**src/msis_pkg.sv**
```systemverilog
// Shared types and constants for the MIPS subset instruction step block.
// Depends on nothing; every other file in src imports it.
package msis_pkg;

  localparam int unsigned NUM_REGISTERS = 32;
  localparam int unsigned REG_IDX_W = 5;

  localparam logic [31:0] HALT_WORD = 32'h1000_07C0;

  // Primary opcodes.
  localparam logic [5:0] OP_SPECIAL = 6'd0;
  localparam logic [5:0] OP_BAL     = 6'd1;
  localparam logic [5:0] OP_JAL     = 6'd3;
  localparam logic [5:0] OP_BEQ     = 6'd4;
  localparam logic [5:0] OP_BNE     = 6'd5;
  localparam logic [5:0] OP_ADD_IMM = 6'd9;
  localparam logic [5:0] OP_ANDI    = 6'd12;

  // Function codes under the SPECIAL opcode.
  localparam logic [5:0] FN_JR   = 6'd8;
  localparam logic [5:0] FN_ADDU = 6'd33;
  localparam logic [5:0] FN_SUBU = 6'd35;
  localparam logic [5:0] FN_XOR  = 6'd38;
  localparam logic [5:0] FN_SLT  = 6'd42;

  localparam logic [REG_IDX_W-1:0] LINK_REG = 5'd31;

  typedef struct packed {
    logic [31:0] instruction;
    logic [31:0] current_pc;
  } step_word_t;

  typedef struct packed {
    logic [31:0]          next_pc;
    logic                 halt;
    logic                 write_enable;
    logic [REG_IDX_W-1:0] write_index;
    logic [31:0]          write_value;
  } result_word_t;

  typedef struct packed {
    logic                 we;
    logic [REG_IDX_W-1:0] idx;
    logic [31:0]          val;
  } reg_write_t;

endpackage

```
**src/msis_regfile.sv**
```systemverilog
// Register file: 32 x 32 memory with two registered read ports and one write port.
// Valid bits make every entry read as zero after reset. Depends on msis_pkg.
module msis_regfile import msis_pkg::*; (
  input  logic                 clk,
  input  logic                 rst,
  input  logic                 rd_en,
  input  logic [REG_IDX_W-1:0] rd_addr_s,
  input  logic [REG_IDX_W-1:0] rd_addr_t,
  input  reg_write_t           wr,
  output logic [31:0]          rd_data_s,
  output logic [31:0]          rd_data_t
);

  logic [31:0]              mem [NUM_REGISTERS];
  logic [NUM_REGISTERS-1:0] entry_vld;

  logic [31:0]          mem_q_s;
  logic [31:0]          mem_q_t;
  logic                 vld_q_s;
  logic                 vld_q_t;
  logic [REG_IDX_W-1:0] addr_q_s;
  logic [REG_IDX_W-1:0] addr_q_t;
  reg_write_t           byp;

  always_ff @(posedge clk) begin
    if (wr.we) begin
      mem[wr.idx] <= wr.val;
    end
  end

  always_ff @(posedge clk) begin
    if (rst) begin
      entry_vld <= '0;
    end else if (wr.we) begin
      entry_vld[wr.idx] <= 1'b1;
    end
  end

  // The write made at the read edge is not in the memory output yet, so it is
  // captured alongside the read and forwarded.
  always_ff @(posedge clk) begin
    if (rd_en) begin
      mem_q_s  <= mem[rd_addr_s];
      mem_q_t  <= mem[rd_addr_t];
      vld_q_s  <= entry_vld[rd_addr_s];
      vld_q_t  <= entry_vld[rd_addr_t];
      addr_q_s <= rd_addr_s;
      addr_q_t <= rd_addr_t;
      byp      <= wr;
    end
  end

  always_comb begin
    if (byp.we && (byp.idx == addr_q_s)) begin
      rd_data_s = byp.val;
    end else begin
      rd_data_s = vld_q_s ? mem_q_s : 32'd0;
    end
    if (byp.we && (byp.idx == addr_q_t)) begin
      rd_data_t = byp.val;
    end else begin
      rd_data_t = vld_q_t ? mem_q_t : 32'd0;
    end
  end

endmodule

```
**src/msis_execute.sv**
```systemverilog
// Decode and execute logic: computes next pc, the register write and the halt flag.
// Purely combinational. Depends on msis_pkg.
module msis_execute import msis_pkg::*; (
  input  logic [31:0]  instruction,
  input  logic [31:0]  current_pc,
  input  logic [31:0]  vs,
  input  logic [31:0]  vt,
  output result_word_t res
);

  logic [5:0]           op;
  logic [5:0]           fn;
  logic [REG_IDX_W-1:0] rt;
  logic [REG_IDX_W-1:0] rd;
  logic [31:0]          zimm;
  logic [31:0]          simm;
  logic [31:0]          boff;
  logic [31:0]          pc4;
  logic [31:0]          pc8;
  logic                 we;
  logic [REG_IDX_W-1:0] widx;
  logic [31:0]          wval;
  logic [31:0]          npc;

  assign op   = instruction[31:26];
  assign fn   = instruction[5:0];
  assign rt   = instruction[20:16];
  assign rd   = instruction[15:11];
  assign zimm = {16'd0, instruction[15:0]};
  assign simm = {{16{instruction[15]}}, instruction[15:0]};
  assign boff = {simm[29:0], 2'b00};
  assign pc4  = current_pc + 32'd4;
  assign pc8  = current_pc + 32'd8;

  always_comb begin
    we   = 1'b0;
    widx = '0;
    wval = 32'd0;
    npc  = pc4;
    unique case (op)
      OP_ADD_IMM: begin
        we = 1'b1; widx = rt; wval = vs + simm;
      end
      OP_ANDI: begin
        we = 1'b1; widx = rt; wval = vs & zimm;
      end
      OP_JAL: begin
        we = 1'b1; widx = LINK_REG; wval = pc8;
        npc = {6'd0, instruction[25:0]};
      end
      OP_BAL: begin
        we = 1'b1; widx = LINK_REG; wval = pc8;
        if (!vt[31]) begin
          npc = pc4 + boff;
        end
      end
      OP_SPECIAL: begin
        unique case (fn)
          FN_ADDU: begin
            we = 1'b1; widx = rd; wval = vs + vt;
          end
          FN_XOR: begin
            we = 1'b1; widx = rd; wval = vs ^ vt;
          end
          FN_SLT: begin
            we = 1'b1; widx = rd;
            wval = {31'd0, ($signed(vs) < $signed(vt))};
          end
          FN_SUBU: begin
            we = 1'b1; widx = rd; wval = vs - vt;
          end
          FN_JR: begin
            npc = vs;
          end
          default: begin
          end
        endcase
      end
      OP_BEQ: begin
        if (vs == vt) begin
          npc = current_pc + boff;
        end
      end
      OP_BNE: begin
        if (vs != vt) begin
          npc = current_pc + boff;
        end
      end
      default: begin
      end
    endcase
  end

  always_comb begin
    res.next_pc      = npc;
    res.halt         = (instruction == HALT_WORD);
    res.write_enable = we;
    res.write_index  = widx;
    res.write_value  = wval;
  end

endmodule

```
**src/mips_subset_instruction_step.sv**
```systemverilog
// An accepted word is held in the execute stage and then registered in the result register.
// Throughput: one word per cycle while result_stall is low; the operand read for the next word overlaps execution.
// Reset (rst, synchronous, active high) empties both stages and makes all 32 registers
// read as zero at once through per-entry valid bits; no clearing pass is needed.
// Depends on msis_pkg, msis_regfile and msis_execute.
module mips_subset_instruction_step import msis_pkg::*; (
  input  logic         clk,
  input  logic         rst,
  input  logic         step_valid,
  output logic         step_stall,
  input  step_word_t   step,
  output logic         result_valid,
  input  logic         result_stall,
  output result_word_t result
);

  // Execute stage: holds the accepted word while the register file delivers
  // its operands, which are read at the same edge the word is captured.
  logic       ex_valid;
  step_word_t ex_word;

  logic         ex_advance;
  logic         step_take;
  logic [31:0]  vs;
  logic [31:0]  vt;
  result_word_t ex_res;
  reg_write_t   rf_wr;

  // The execute stage moves on whenever the result register is empty or is
  // being drained in this cycle. Only a stalled result with a word already
  // waiting in the execute stage blocks a new word.
  assign ex_advance = !result_valid || !result_stall;
  assign step_stall = ex_valid && !ex_advance;
  assign step_take  = step_valid && !step_stall;

  // A register is written only when its instruction leaves the execute stage,
  // so a stalled instruction never writes twice.
  assign rf_wr.we  = ex_valid && ex_advance && ex_res.write_enable;
  assign rf_wr.idx = ex_res.write_index;
  assign rf_wr.val = ex_res.write_value;

  msis_regfile u_regfile (
    .clk       (clk),
    .rst       (rst),
    .rd_en     (step_take),
    .rd_addr_s (step.instruction[25:21]),
    .rd_addr_t (step.instruction[20:16]),
    .wr        (rf_wr),
    .rd_data_s (vs),
    .rd_data_t (vt)
  );

  msis_execute u_execute (
    .instruction (ex_word.instruction),
    .current_pc  (ex_word.current_pc),
    .vs          (vs),
    .vt          (vt),
    .res         (ex_res)
  );

  always_ff @(posedge clk) begin
    if (rst) begin
      ex_valid <= 1'b0;
    end else if (ex_advance || !ex_valid) begin
      ex_valid <= step_take;
    end
  end

  always_ff @(posedge clk) begin
    if (step_take) begin
      ex_word <= step;
    end
  end

  // Result register: the write fields read as zero when nothing is written,
  // which the execute logic already guarantees.
  always_ff @(posedge clk) begin
    if (rst) begin
      result_valid <= 1'b0;
    end else if (ex_advance) begin
      result_valid <= ex_valid;
    end
  end

  always_ff @(posedge clk) begin
    if (ex_advance && ex_valid) begin
      result <= ex_res;
    end
  end

endmodule

```
**config.mk**
```make
export PLATFORM = sky130hd
export DESIGN_NAME = mips_subset_instruction_step
export DESIGN_NICKNAME = d
export VERILOG_FILES = /design/src/msis_pkg.sv /design/src/msis_regfile.sv /design/src/msis_execute.sv /design/src/mips_subset_instruction_step.sv
export SDC_FILE = /design/constraint.sdc
export NUM_CORES = 2
export LEC_CHECK = 0
export BUFFER_PORTS_ARGS = -buffer_cell sky130_fd_sc_hd__buf_2
export CAP_MARGIN = 20
export CORE_MARGIN = 2
export CORE_UTILIZATION = 35
export DETAILED_ROUTE_END_ITERATION = 12
export GPL_TIMING_DRIVEN = 0
export PLACE_DENSITY_LB_ADDON = 0.25
export SLEW_MARGIN = 5
export SYNTH_ARGS = -nofsm -noshare
export SYNTH_HDL_FRONTEND = slang
export SYNTH_SLANG_ARGS = --single-unit
export TNS_END_PERCENT = 10
```
**constraint.sdc**
```tcl
create_clock -name clk -period 12.35 [get_ports clk]
set_clock_uncertainty 0.15 [all_clocks]
set_input_delay 0.6175 -clock clk [delete_from_list [all_inputs] [get_ports clk]]
set_output_delay 0.6175 -clock clk [all_outputs]
set_load 0.02 [all_outputs]
```
==> run_results.csv <==
group,metric,value,unit
synthesis,synthesis.nets,4386,
timing,finalCriticalPeriod,8600,ps
status,violations,"DRC",
drt,antenna_left,0,
finish,fill_cells,17000,
synthesis,ys_warn_count,0,
placement,portBuffers,139,
timing,relSlewSlack,11.9,%
drt,drc,2,
synthesis,synth_top_family_by_area,"multiplexers",
status,status,"finished with violations",
drt,wl_per_cell,33.2,um
synthesis,ys_seq_area_share,57.5,%
clock_tree,cts_tree,"done",
drt,routed_wl,242,mm
floorplan,fp.dieArea,195000,um2
global_route,grt_pass1_vias,44600,
finish,nets,4892,
clock_tree,cts_resized,0,
global_route,antenna_found_initial,13,
drt,vias,44500,
global_route,grt_max_degree,52,
min_path,hp-class,"in -> reg",
critical_path,crit_required,12830,ps
clock_tree,postCtsSetupRepairBufs,0,
critical_path,path_class,"reg -> reg",
floorplan,die_x,442,um
placement,hpwl,178,mm
power,finalPower,10.4,mW
floorplan,coreArea,190000,um2
floorplan,die_y,442,um
timing,final_hold_viol_count,0,
clock_tree,cts_root_buffer,"clkbuf_16",
timing,setup_viol,0,
synthesis,synth_common_cells,"edfxtp_1 (1263), mux4_2 (660), nand2_1 (255)",
power,power_density,131,nW/um2
synthesis,async_flop_share,0,%
synthesis,synth_top_cell_by_area,"edfxtp_1",
drt,dr.first_iter.drc_count,5757,
drt,drtPass1Iterations,12,
synthesis,netlist_area,67100,um2
synthesis,syn_avg_cell_area,16.1,um2
synthesis,synth_xor_area_share,1.87,%
critical_path,endpoint_kind,"flip-flop",
timing,worstMarginPinSlew,1310,ps
synthesis,synth_flop_cell,"edfxtp_1",
run,cap_viol_max_count,0,
clock_tree,clk_pin_slew,60,ps
drt,vias_per_cell,6.09,
timing,holdWs,71.3,ps
finish,layout-drive-gt1-share,27.9,%
synthesis,synth.mux.area_fraction,23.4,%
global_route,grt_pass1_wl,338,mm
timing,rsz0062_at_grt,"false",
critical_path,crit_fanout,12,
timing,final_max_slew_viol_count,0,
synthesis,synth_most_common_cell,"edfxtp_1",
synthesis,ys_top_cells_by_area,"edfxtp_1 (57%), mux4_2 (22%), ha_1 (2.9%)",
finish,final_core_util,41.8,%
placement,post_dp_cell_area,74300,um2
clock_tree,cts_made_buffers,141,
placement,gp_congestion,0.920,
critical_path,cp.arrival,9080,ps
synthesis,synth_edf_count,1263,
synthesis,synthCells,4159,
finish,final_area,79700,um2
synthesis,synthAdderAreaFrac,3.02,%
timing,fin_crit_sh,69.6,%
clock_tree,cts.htree.levels,4,
synthesis,ys_ff_latch,1297,
synthesis,synth-compound-area-share,6.85,%
clock_tree,cts.sinks,1297,
global_route,grt-ovfl-total,0,
synthesis,yosys.area_share.simple,5.32,%
floorplan,num_rows,160,
clock_tree,clk_latency,800,ps
power,p_leak,26.2,nW
synthesis,yosys.area.top_type_share,56.5,%
clock_tree,cts_hold_buf,59,
synthesis,synth_cell_types,78,
timing,fmax,0.116,GHz
floorplan,ios,141,
clock_tree,cts.path.max_buffers,3,
power,ir_drop,0.154,mV
floorplan,start_util,35.2,%
finish,synthToLayoutAreaGrowth,18.7,%
global_route,grtUsageTotal,24.4,%
critical_path,crit_path_start_kind,"flip-flop",
-- worst max-delay path, stage by stage (launching register included) --
cell and delay (ps):
edfxtp_1 610, xor2_1 230, nor4_1 270, and3_1 180, clkbuf_1 370, clkbuf_1 590, clkbuf_1 600, o21ai_0 520
ha_1 430, clkbuf_1 250, a21oi_1 370, o21ai_1 250, a211oi_1 510, o31ai_1 250, a41oi_1 780, nor2_1 120
o31a_1 360, o21a_1 190, o211ai_1 790, buf_4 340, buf_4 220
-- cell families (layout without fill, tap and decap cells) --
| kind of cell | after synthesis | in the layout |
|---|---|---|
| mux | 735 | 735 |
| compound gates | 698 | 698 |
| simple gates | 775 | 775 |
| xor+xnor | 143 | 143 |
| other cells | 0 | 4 |
| buf+inv | 352 | 975 |
| flops | 1297 | 1297 |
| fa+ha+maj | 159 | 159 |
-- layout make-up --
cell class	instances	area, um2	area share, %
flip-flops and latches	1297	38600	48.5
multi-input cells	2510	27700	34.7
repair buffers	363	4260	5.35
clock buffers	172	3690	4.63
well taps	2511	3140	3.94
plain buffers	253	981	1.23
clock inverters	88	930	1.17
inverters	99	374	0.470
diodes	4	10.0	0.0126
-- power breakdown --
part	total (mW)	leakage [nW]	switching [mW]	internal, mW
logic	1.26	11.9	0.754	0.508
registers	4.91	12.1	0.0485	4.86
clock network	4.23	2.23	1.85	2.38
-- per-layer routing --
metal	GRT usage, %	wire [um]	share of wire, %
met1	31.6	93200	38
met2	39.8	116000	48
met3	5.19	22000	9.1
met4	10.7	11600	4.8
met5	0	20	0.0083
-- cells in the final DEF, fill, tap and decap left out, drive strengths merged, types with 11 or more instances in the layout --
cell type and instances:
o21ai 184, a31oi 23, or3 17, or2 13, xor2 59, a21o 48, buf 369, nand2b 20
nand3 57, o22ai 12, nor2 237, clkinv 73, dlygate4sd3 60, xnor2 84, ha 154, nand2 256
a221oi 19, mux4 660, o31ai 18, o211ai 32, edfxtp 1263, nand4 31, a222oi 31, a21oi 164
nor3 48, nor2b 17, clkbuf 359, bufinv 11, o21bai 24, a22oi 24, o21a 19, nor4 20
mux2 70, a211oi 15, dfxtp 34, inv 101, and3 23
-- path summary, 6_finish.rpt --
| kind | start | end | slack (ps) | depth (start not counted) |
|---|---|---|---|---|
| hold reg to reg | u_regfile.entry_vld[13] | u_regfile.entry_vld[13] | 340 | 2 |
| setup / recovery | ex_word[56] | u_regfile.mem[14][30] | 3750 | 20 |
| hold / removal | step[49] | ex_word[49] | 70 | 1 |
| setup reg to reg | ex_word[56] | u_regfile.mem[14][30] | 3750 | 20 |
-- metrics by stage --
stage	cells	setup WS, ps	TNS, ps
after global routing	7296	3530	0
after detailed placement	6962	3890	0
after CTS	7281	3850	0
after global placement	6809	-541	-86020
after floorplan	4159	3230	0
final	7297	3750	0
-- registers in the layout, indices dropped and copies added (netlist names) --
signal	cells
u_regfile.mem	1024
u_regfile.vld_q_s	1
u_regfile.mem_q_t	32
u_regfile.vld_q_t	1
result	71
u_regfile.mem_q_s	32
u_regfile.entry_vld	32
ex_word	64
u_regfile.byp	38
result_valid	1
ex_valid	1
Power figures use the tool's default switching activity.
